File: src/design/lzw_byte_encoder_core_assert.svh
// Assertion macros shared by the LZW byte encoder RTL.
`ifndef LZW_BYTE_ENCODER_CORE_ASSERT_SVH
`define LZW_BYTE_ENCODER_CORE_ASSERT_SVH

// Same-cycle implication, checked on every edge out of reset.
`define LZWBE_ASSERT_SAME(lbl, ante, cons, msg) \
  lbl: assert property (@(posedge clk) disable iff (!rst_n) (ante) |-> (cons)) \
    else $error(msg);

// Next-cycle implication.
`define LZWBE_ASSERT_NEXT(lbl, ante, cons, msg) \
  lbl: assert property (@(posedge clk) disable iff (!rst_n) (ante) |=> (cons)) \
    else $error(msg);

`endif

File: src/design/lzwbe_pkg.sv
// Shared constants and control/status types of the LZW byte encoder.
`timescale 1ns / 1ps
package lzwbe_pkg;

  localparam int CODE_BITS_DEF = 12;
  localparam int FIRST_FREE    = 256;

  // Controller to datapath commands
  typedef struct packed {
    logic load_in;
    logic set_first;
    logic hash_init;
    logic ht_rd;
    logic dict_rd;
    logic step;
    logic take_hit;
    logic insert;
    logic emit_miss;
    logic emit_last;
  } cmd_t;

  // Datapath to controller status
  typedef struct packed {
    logic have_prefix;
    logic last;
    logic probe_valid;
    logic probe_hit;
    logic out_free;
  } stat_t;

endpackage

File: src/design/lzwbe_ctrl.sv
// Controller: sequences input, hash probes, insertion and result emission.
`timescale 1ns / 1ps
module lzwbe_ctrl (
  input  logic             clk,
  input  logic             rst_n,
  input  logic             in_valid,
  output logic             in_ready,
  input  lzwbe_pkg::stat_t st,
  output lzwbe_pkg::cmd_t  cmd
);

  localparam logic [2:0] S_IDLE  = 3'd0;
  localparam logic [2:0] S_START = 3'd1;
  localparam logic [2:0] S_PROBE = 3'd2;
  localparam logic [2:0] S_LOOK  = 3'd3;
  localparam logic [2:0] S_CHECK = 3'd4;
  localparam logic [2:0] S_EMIT  = 3'd5;
  localparam logic [2:0] S_TAIL  = 3'd6;

  logic [2:0] state_r;
  logic [2:0] state_nxt;

  always_ff @(posedge clk) begin
    if (!rst_n) begin
      state_r <= S_IDLE;
    end else begin
      state_r <= state_nxt;
    end
  end

  // Next state and commands
  always_comb begin
    state_nxt = state_r;
    cmd       = '0;
    in_ready  = 1'b0;
    case (state_r)
      S_IDLE: begin
        in_ready = 1'b1;
        if (in_valid) begin
          cmd.load_in = 1'b1;
          state_nxt   = S_START;
        end
      end
      S_START: begin
        if (st.have_prefix) begin
          cmd.hash_init = 1'b1;
          state_nxt     = S_PROBE;
        end else begin
          cmd.set_first = 1'b1;
          state_nxt     = S_TAIL;
        end
      end
      S_PROBE: begin
        cmd.ht_rd = 1'b1;
        state_nxt = S_LOOK;
      end
      S_LOOK: begin
        cmd.dict_rd = 1'b1;
        state_nxt   = S_CHECK;
      end
      S_CHECK: begin
        // an empty or stale slot ends the probe chain as a miss
        if (st.probe_valid && st.probe_hit) begin
          cmd.take_hit = 1'b1;
          state_nxt    = S_TAIL;
        end else if (st.probe_valid) begin
          cmd.step  = 1'b1;
          state_nxt = S_PROBE;
        end else begin
          cmd.insert = 1'b1;
          state_nxt  = S_EMIT;
        end
      end
      S_EMIT: begin
        if (st.out_free) begin
          cmd.emit_miss = 1'b1;
          state_nxt     = S_TAIL;
        end
      end
      S_TAIL: begin
        if (!st.last) begin
          state_nxt = S_IDLE;
        end else if (st.out_free) begin
          cmd.emit_last = 1'b1;
          state_nxt     = S_IDLE;
        end
      end
      default: begin
        state_nxt = S_IDLE;
      end
    endcase
  end

endmodule

File: config.mk
export PLATFORM = sky130hd
export DESIGN_NAME = lzwbe_ctrl
export DESIGN_NICKNAME = d
export VERILOG_FILES = /design/src/design/lzw_byte_encoder_core_assert.svh /design/src/design/lzwbe_pkg.sv /design/src/design/lzwbe_ctrl.sv
export SDC_FILE = /design/constraint.sdc
export NUM_CORES = 1
export LEC_CHECK = 0
export BUFFER_PORTS_ARGS = -buffer_cell sky130_fd_sc_hd__buf_2
export CAP_MARGIN = 40
export CORE_AREA = 3 3 40 42
export CTS_BUF_LIST = sky130_fd_sc_hd__clkbuf_8
export CTS_CLUSTER_SIZE = 24
export DETAILED_ROUTE_END_ITERATION = 6
export DIE_AREA = 0 0 43 45
export PLACE_DENSITY = 0.49
export SYNTH_ARGS = -nofsm -noshare
export SYNTH_HDL_FRONTEND = slang
export SYNTH_SLANG_ARGS = --single-unit
File: constraint.sdc
create_clock -name clk -period 1.5 [get_ports clk]
set_input_delay 0.3 -clock clk [delete_from_list [all_inputs] [get_ports clk]]
set_output_delay 0.3 -clock clk [all_outputs]
set_load 0.02 [all_outputs]
== Yosys cells after proc, flatten, opt, wreduce, memory -nomap -nowiden ==
Cells that the tools add are included.

* Add/subtract/negate cells: 0
* $mul: 0
* Div/mod/pow operators: 0
* $lt $le $gt $ge: 0
* Eq/ne operators: 9
* Shifts and indexed selects: 0
* Multiplexer cells: 26
* Bitwise operators: 0
* Reductions and logical operators: 3

{| class="wikitable"
|+ Operator list
! operator !! count
|-
| $mux W3 || 8
|-
| $pmux W3 S7 || 1
|-
| $mux W1 || 16
|-
| $eq A3 B3 Y1 const B || 3
|-
| $eq A3 B2 Y1 const B || 2
|-
| $ne A2 B2 Y1 const B || 2
|-
| $eq A3 B1 Y1 const B || 1
|-
| $logic_not A3 Y1 || 1
|-
| $ne A3 B3 Y1 const B || 1
|-
| $reduce_and A3 Y1 || 1
|-
| $mux W2 || 1
|-
| $logic_and A1 B1 Y1 || 1
|}

* Register bits after elaboration: 3
* Latch bits: 0
* Bits in writable memories: 0
* Memory bits (read-only): 0
* Output and inout bits: 11
* Logic and storage cells: 39
* Memories kept: 0

== Depth between registers and ports, before layout ==
Gate-level depths: netlist (run 1).

* Word-level depth: 3
* Mapped depth: 4
* Depth with buffers taken out: 4

== Worst setup path after synthesis (run 1) ==
OpenSTA, ideal clock, no wires.

* Path kind: reg2out
* Start: register state_r[0]
* End: output port cmd[8] (netlist bit)
* Arrival time: 1345 ps
* Data required time: 1200 ps
* Path slack: -145 ps
* Cell stages (with the launch flop): 3
* Cell sequence: dfxtp_1 clkbuf_1 nor4b_1

{| class="wikitable"
|+ RTL lines
! what !! RTL line !! text
|-
| from (decl) || lzwbe_ctrl.sv:20 || <nowiki>logic [2:0] state_r;</nowiki>
|-
| from (signal assigned) || lzwbe_ctrl.sv:27 || <nowiki>state_r <= state_nxt;</nowiki>
|-
| to (decl) || lzwbe_ctrl.sv:9 || <nowiki>output lzwbe_pkg::cmd_t cmd</nowiki>
|}

==> reports/metrics.yaml, run 1 <==
status: "finished, violations left"
failed_checks: "negative setup slack"
worst_path_max_delay_cell: "or3_4"
routed_via_density: 4.86
yosysSeqAreaShare: 0.198
finalNetCount: 70
io_buffers: 18
grt_pass1_wl_mm: 1.42
synth_fp_nets: 46
initial_core_util: 0.237
gp_congestion: 0.701
numCtsBuffers: 3
cp.arrival_ps: 1250
ant_nets: 0
nFillCells: 140
drt_iter0_drc: 12
synthToLayoutAreaGrowth_pct: 70.4
leakagePower_nw: 0.249
p_total_w: 0.000966
synth-seq-cells: 3
synth_top_family_by_area: "simple AND/OR/NAND/NOR gates"
clkPwrFrac: 0.237
final_cell_mix: "15 x buf_2, 4 x buf_4"
holdBufCountCts: 0
synth_cell_type_count: 28
grt_start_max_net_pins: 11
die_area_um2: 1940
vias: 369
clock_sinks: 3
cts_tree: "built"
track_usage: 0.0989
hpwl_um: 636
diodes: 0
die_h_um: 45
layout_commonest_cell: "buf_2"
synth-simple-area-share: 0.523
power_switching_w: 0.000389
ys_warn_count: 0
synth_area_um2: 304
period_share: 1.03
cp.required_ps: 1200
clkTransAtPathRegs_ps: 30
slowest_delay_ps: 400
maxSlewViolCount: 0
worst_slack_ps: -49.6
rrSetupSlack_ps: 170
synth_xor_area_frac: 0
crit_type: "reg2out"
peakVddDrop_v: 0.000535
pwr-share-comb: 0.592
pin_count: 19
clockBufferDepth: 2
crit_fanout: 5
skew_ps: 0.230
max_freq_ghz: 0.645
p_seq_frac: 0.171
die_x_um: 43
start_kind: "register"
routed_wl_um: 853
cts_setup_buffers: 0
root_buffer: "clkbuf_8"
grt_pass1_vias: 347
largest_reg_flops: 3
powerDensity_nw_per_um2: 1870
htreeDepth: 1
rows: 13
antenna_found_initial: 0
post_drt_wl_per_cell_um: 11.2
insertion_delay_ps: 220
reg_top3: "state_r (3)"
setup_tns_ps: -49.6
muxShareOfSynthArea: 0
largest_register: "state_r"
maxCapViolCount: 0
place_ws_ps: 134
drive_gt1_frac: 0.574
intPower_w: 0.000577
final-hold-violation-count: 0
synth_cells: 38
post_cts_resize_count: 4
syn_avg_cell_area_um2: 8.00
worst_slew_pin_slew_ps: 253
crit_family: "simple AND/OR/NAND/NOR gates"
path_buf_inv: 2
rsz0062_at_grt: "yes"
synth_compound_area_frac: 0.226
relSlewSlack: 0.830
design.core.area_um2: 1280
gr-total-overflow: 0
setup_violations: 1
hp-class: "in2reg"
synthAdderAreaFrac: 0
min_period_ps: 1550
p_sw_frac: 0.403
first_pass_iters: 4
crit_chain: "or3_4 > inv_2 > and2_4 > buf_6"
route.detailed.drc: 0
end_kind: "output pin"
[worst paths after layout]
| path | endpoint | depth (start not counted) | start |
|---|---|---|---|
| max | cmd[9] | 4 | state_r[0] |
| min | state_r[1] | 2 | rst_n |
| max reg2reg | state_r[1] | 4 | state_r[0] |
| min reg2reg | state_r[0] | 2 | state_r[0] |
[power groups by stage]
stage | Combinational, W | Clock, W | Sequential (W)
detailed placement | 0.000515 | 0 | 0.000152
CTS | 0.000526 | 0.000239 | 0.000160
floorplan | 0.000360 | 0 | 0.000141
global placement | 0.000514 | 0 | 0.000154
finish | 0.000572 | 0.000229 | 0.000165
global route | 0.000628 | 0.000251 | 0.000174
[cell type report]
type | instances | area (µm²) | area share
multi-input cells | 31 | 248 | 0.478
repair buffers | 22 | 139 | 0.268
flip-flops and latches | 3 | 63.8 | 0.123
clock buffers | 3 | 41.3 | 0.0797
well taps | 15 | 18.8 | 0.0362
inverters | 1 | 3.75 | 0.00725
clock inverters | 1 | 3.75 | 0.00725
[metal layers]
layer / GRT usage / share of wire
met1: 0.125 / 0.45
met2: 0.144 / 0.47
met3: 0.0518 / 0.075
met4: 0.0361 / 0
met5: 0 / 0
[worst register-to-register path, stage by stage, from the launching register on]
cell	delay, ps
dfxtp_2	330
or3_4	400
o221ai_2	220
nor3_1	80
o21a_1	180
[synth_stat cells]
cell	n	share of area
a211oi_1	1	0.025
a21boi_1	1	0.025
a21oi_1	3	0.049
and2_1	1	0.021
and3_1	1	0.021
and3b_1	1	0.029
and4b_1	1	0.033
buf_2	1	0.016
clkbuf_1	2	0.025
dfxtp_1	3	0.20
inv_1	1	0.012
nand2_1	1	0.012
nand2b_1	3	0.062
nand3_1	1	0.016
nand4b_1	1	0.029
nand4bb_1	1	0.037
nor2_1	2	0.025
nor2b_1	1	0.021
nor3_1	1	0.016
nor3b_1	3	0.074
nor4b_1	1	0.029
nor4bb_1	1	0.033
o21a_1	1	0.025
o21ai_0	1	0.016
o221a_1	1	0.037
o221ai_2	1	0.049
or3_4	1	0.037
or3b_1	1	0.029
[cell families (layout without fill, tap and decap cells)]
family                 count (synthesis)  in the layout
AOI/OAI and AO/OA                      9              9
and+or+nand+nor                       22             22
DFF                                    3              3
buffers and inverters                  4             27
[through the flow]
stage / hold WS (ps) / util / instance area [µm²] / instances
floorplan: 418 / - / 310 / 38
global placement: 554 / 0.340 / 437 / 72
detailed placement: 545 / 0.340 / 437 / 72
CTS: 323 / 0.383 / 492 / 76
global route: 333 / 0.403 / 518 / 76
finish: 327 / 0.403 / 518 / 76
No activity file was read; power rests on OpenSTA's default activity.
==> run 2, diff against run 1 <==
==> constraint.sdc (replaced) <==
create_clock -name clk -period 1.5 [get_ports clk]
set_input_delay 0.375 -clock clk [delete_from_list [all_inputs] [get_ports clk]]
set_output_delay 0.375 -clock clk [all_outputs]
set_load 0.02 [all_outputs]
==> reports/metrics.yaml, run 2 (synthesis results as in run 1) <==
whs_path_depth: 2  # unchanged
max_freq_ghz: 0.634  # was 0.645 GHz
maxCapViolCount: 0  # unchanged
crit_type: "reg2out"  # unchanged
status: "finished, violations left"  # unchanged
largest_register: "state_r"  # unchanged
final_cell_mix: "12 x buf_2, 7 x buf_4, 5 x buf_6"  # was 15 x buf_2, 4 x buf_4
synthToLayoutAreaGrowth_pct: 89.3  # was 70.4%
crit_fanout: 4  # was 5
io_buffers: 18  # unchanged
first_pass_iters: 3  # was 4
grt_start_max_net_pins: 15  # was 11
end_kind: "output pin"  # unchanged
routed_via_density: 4.85  # was 4.86
leakagePower_nw: 0.260  # was 0.249 nW
clockBufferDepth: 2  # unchanged
ant_nets: 0  # unchanged
use_met2: 0.138  # was 0.144
design.core.area_um2: 1280  # unchanged
slowest_delay_ps: 370  # was 400 ps
rr_worst_depth: 5  # was 4
gp_congestion: 0.661  # was 0.701
diodes: 0  # unchanged
cp.arrival_ps: 1200  # was 1250 ps
routed_wl_um: 873  # was 853 µm
drive_gt1_frac: 0.667  # was 0.574
rows: 13  # unchanged
reg_top3: "state_r (3)"  # unchanged
worst_slack_ps: -77.3  # was -49.6 ps
cp.required_ps: 1120  # was 1200 ps
route.detailed.drc: 0  # unchanged
skew_ps: 0.334  # was 0.230 ps
pin_count: 19  # unchanged
place_ws_ps: 57.0  # was 134 ps
globalRouteMet1Util: 0.120  # was 0.125
final-hold-violation-count: 0  # unchanged
failed_checks: "negative setup slack"  # unchanged
holdBufCountCts: 0  # unchanged
powerDensity_nw_per_um2: 1800  # was 1870 nW/µm²
numCtsBuffers: 3  # unchanged
start_kind: "register"  # unchanged
crit_chain: "or3_4 > inv_2 > and2_4 > buf_6"  # unchanged
peakVddDrop_v: 0.000552  # was 0.000535 V
nFillCells: 139  # was 140
antenna_found_initial: 0  # unchanged
maxSlewViolCount: 0  # unchanged
relSlewSlack: 0.844  # was 0.830
die_h_um: 45  # unchanged
rsz0062_at_grt: "yes"  # unchanged
largest_reg_flops: 3  # unchanged
hp-class: "in2reg"  # unchanged
worst_slew_pin_slew_ps: 232  # was 253 ps
vias: 378  # was 369
track_usage: 0.0956  # was 0.0989
grt_pass1_wl_mm: 1.38  # was 1.42 mm
use_met3: 0.0279  # was 0.0518
fin_util: 0.448  # was 0.403
die_x_um: 43  # unchanged
area.sequential_um2: 66.3  # was 63.8 µm²
gr-total-overflow: 0  # unchanged
htreeDepth: 1  # unchanged
grt.busiest_layer: "met2"  # unchanged
layout_commonest_cell: "buf_2"  # unchanged
root_buffer: "clkbuf_8"  # unchanged
insertion_delay_ps: 220  # about the same
initial_core_util: 0.237  # unchanged
hpwl_um: 627  # was 636 µm
clkTransAtPathRegs_ps: 30  # about the same
drt_iter0_drc: 5  # was 12
setup_violations: 4  # was 1
setup_tns_ps: -138  # was -49.6 ps
clock_sinks: 3  # unchanged
cts_tree: "built"  # unchanged
die_area_um2: 1940  # unchanged
finalNetCount: 72  # was 70
post_drt_wl_per_cell_um: 11.2  # about the same
period_share: 1.05  # was 1.03
worst_path_max_delay_cell: "or3_4"  # unchanged
grt_pass1_vias: 327  # was 347
multiInputGateArea_um2: 273  # was 248 µm²
min_period_ps: 1580  # was 1550 ps
hold_ws_ps: 402  # was 327 ps
## run 2: critical path, delay by kind of cell (launching register included)
kind,cells,cell delay (ps)
buf+inv,2,160
flops,1,330
simple gates,2,490
## run 2: stage by stage
step | cell area, µm² | instances | total power, W
2_1_floorplan | 322 | 38 | 0.000511
3_3_place_gp | 448 | 72 | 0.000678
3_5_place_dp | 448 | 72 | 0.000677
4_1_cts | 554 | 78 | 0.00103
5_1_grt | 576 | 78 | 0.00111
6_report | 576 | 78 | 0.00104
## run 2: layout make-up
cell class | instances | area share
clock buffers | 3 | 0.0717
clock inverters | 1 | 0.00652
well taps | 15 | 0.0326
inverters | 1 | 0.00652
repair buffers | 24 | 0.293
multi-input cells | 31 | 0.474
flip-flops and latches | 3 | 0.115
## run 2: where the power goes
group          switching (W)  total, W  internal [W]
logic               0.000311  0.000645      0.000334
clock network      0.0000558  0.000230      0.000174
registers          0.0000400  0.000162      0.000122
total               0.000407   0.00104      0.000630
## run 2: path summary, 6_finish.rpt
path | startpoint | endpoint | slack, ps
min reg2reg | state_r[1] | state_r[0] | 650
max | state_r[0] | cmd[9] | -80
min | rst_n | state_r[1] | 400
max reg2reg | state_r[0] | state_r[1] | 80
## run 2: layer usage
metal | part of all wire | routed length (µm) | vias up
li1 | - | - | 196
met1 | 0.46 | 398 | 160
met2 | 0.43 | 379 | 20
met3 | 0.093 | 81 | 2
met5 | 0 | 0 | -
met4 | 0.015 | 13 | 0
## run 2: timing repair
| action | 4_1_cts | 5_1_grt |
|---|---|---|
| hold endpoints to repair | 0 | 0 |
| resized for setup | 17 | 5 |
| pin swaps | 6 | 3 |
| setup endpoints to repair | 10 | 10 |
| setup buffers | 2 | 0 |
==> run 3, diff against run 2 <==
Settings changed: REMOVE_ABC_BUFFERS set to 1.
==> reports/metrics.yaml, run 3 (synthesis results as in run 1) <==
post_drt_wl_per_cell_um: 11.5  # was 11.2 µm
start_kind: "register"  # unchanged
initial_core_util: 0.237  # unchanged
largest_reg_flops: 3  # unchanged
wl_met1_um: 434  # was 398 µm
peakVddDrop_v: 0.000589  # was 0.000552 V
timing.rr.end: "state_r[1]"  # unchanged
pin_count: 19  # unchanged
whs_path_depth: 2  # unchanged
diodes: 0  # unchanged
htreeDepth: 1  # unchanged
dr_wl_met3_um: 59  # was 81 µm
insertion_delay_ps: 220  # about the same
ant_nets: 0  # unchanged
die_h_um: 45  # unchanged
relSlewSlack: 0.846  # was 0.844
first_pass_iters: 4  # was 3
crit_type: "reg2out"  # unchanged
worst_slew_pin_slew_ps: 230  # was 232 ps
hp-class: "in2reg"  # unchanged
final-hold-violation-count: 0  # unchanged
crit_chain: "or3_4 > inv_2 > and2_4 > buf_6"  # unchanged
grt_pass1_vias: 340  # was 327
max_freq_ghz: 0.626  # was 0.634 GHz
gp_congestion: 0.696  # was 0.661
drive_gt1_frac: 0.701  # was 0.667
hpwl_um: 627  # unchanged
reg_top3: "state_r (3)"  # unchanged
wl_met2_um: 430  # was 379 µm
holdPathEnd: "state_r[1]"  # unchanged
layout_commonest_cell: "buf_4"  # was buf_2
track_usage: 0.102  # was 0.0956
placed_cell_area_um2: 453  # was 448 µm²
min_from: "rst_n"  # unchanged
root_buffer: "clkbuf_8"  # unchanged
gr-total-overflow: 0  # unchanged
top_layer: "met4"  # unchanged
io_buffers: 18  # unchanged
clkTransAtPathRegs_ps: 30  # about the same
grt_pass1_wl_mm: 1.41  # was 1.38 mm
clockBufferDepth: 2  # unchanged
nFillCells: 133  # was 139
clock_sinks: 3  # unchanged
status: "finished, violations left"  # unchanged
setup_violations: 6  # was 4
cp.required_ps: 1120  # about the same
slowest_delay_ps: 390  # was 370 ps
antenna_found_initial: 0  # unchanged
vias: 387  # was 378
fin_util: 0.491  # was 0.448
cp.arrival_ps: 1220  # was 1200 ps
r2r-start: "state_r[2]"  # was state_r[0]
final_cell_mix: "11 x buf_4, 10 x buf_2, 7 x buf_6"  # was 12 x buf_2, 7 x buf_4, 5 x buf_6
rsz0062_at_grt: "yes"  # unchanged
finalNetCount: 76  # was 72
routed_via_density: 4.72  # was 4.85
crit_fanout: 4  # unchanged
rr_worst_depth: 5  # unchanged
failed_checks: "negative setup slack"  # unchanged
die_area_um2: 1940  # unchanged
skew_ps: 3.74  # was 0.334 ps
worst_slack_ps: -96.3  # was -77.3 ps
powerDensity_nw_per_um2: 1870  # was 1800 nW/µm²
cts_tree: "built"  # unchanged
rows: 13  # unchanged
leakagePower_nw: 0.286  # was 0.260 nW
maxCapViolCount: 0  # unchanged
synthToLayoutAreaGrowth_pct: 107  # was 89.3%
stdcell_area_um2: 631  # was 576 µm²
period_share: 1.06  # was 1.05
worst_path_max_delay_cell: "or3_4"  # unchanged
largest_register: "state_r"  # unchanged
routed_wl_um: 940  # was 873 µm
drt_iter0_drc: 7  # was 5
grt_start_max_net_pins: 9  # was 15
die_x_um: 43  # unchanged
end_kind: "output pin"  # unchanged
numCtsBuffers: 3  # unchanged
route.detailed.drc: 0  # unchanged
maxSlewViolCount: 0  # unchanged
min_period_ps: 1600  # was 1580 ps
design.core.area_um2: 1280  # unchanged
rrSetupSlack_ps: 70  # was 80 ps
-- run 3: cell count changes in the layout (fill, tap and decap cells not counted) --
cell / change
buf_6: +2
nor2_2: -1
buf_2: -2
nand2b_4: +1
nor2_4: +1
nand2b_1: -1
buf_4: +4
-- run 3: how the worst max path moves through the flow --
stage | from | to | slack [ps]
after floorplan | state_r[0] | cmd[8] | -100
after global placement | state_r[2] | cmd[3] | 60
after detailed placement | state_r[0] | cmd[9] | 70
after CTS | state_r[2] | cmd[9] | -100
after global routing | state_r[2] | cmd[9] | -120
final | state_r[2] | cmd[9] | -100
-- run 3: where the power goes --
part           leakage, nW  internal, W  switching (W)
sequential          0.0261     0.000122      0.0000417
combinational        0.233     0.000437       0.000345
clock               0.0269     0.000175      0.0000577
total                0.286     0.000734       0.000445
-- run 3: final cells by class --
class	instances	area [µm²]	share of cell area
clock buffers	3	41.3	0.0655
clock inverters	1	3.75	0.00595
inverters	1	3.75	0.00595
multi-input cells	31	285	0.452
flip-flops and latches	3	66.3	0.105
well taps	15	18.8	0.0298
repair buffers	28	211	0.335
-- run 3: routing by layer --
metal | global-route usage | up-vias
met5 | 0 | -
met4 | 0.108 | 0
met3 | 0.0239 | 2
met2 | 0.138 | 15
met1 | 0.127 | 166
li1 | - | 204
-- run 3: critical path, delay by kind of cell (launching register included) --
| family | cells | cell delay [ps] |
|---|---|---|
| simple gates | 2 | 520 |
| flops | 1 | 320 |
| buf+inv | 2 | 160 |
-- run 3: timing repair --
action / CTS / global route
hold buffers: 0 / 0
endpoints found under the hold margin: 0 / 0
resized for setup: 17 / 15
pin swaps: 4 / 2
endpoints found under the setup margin: 8 / 10
gates cloned: 0 / 0
buffers inserted: 2 / 1
-- run 3: through the flow --
stage          setup WS, ps  TNS (ps)  total power [W]  hold WS (ps)  std cells
3_3_place_gp           58.8         0         0.000698           624         75
3_5_place_dp           71.6         0         0.000693           624         75
2_1_floorplan          -104      -318         0.000476           493         35
5_1_grt                -122      -610          0.00125           416         82
4_1_cts               -96.1      -202          0.00105           395         81
6_report              -96.3      -241          0.00118           397         82
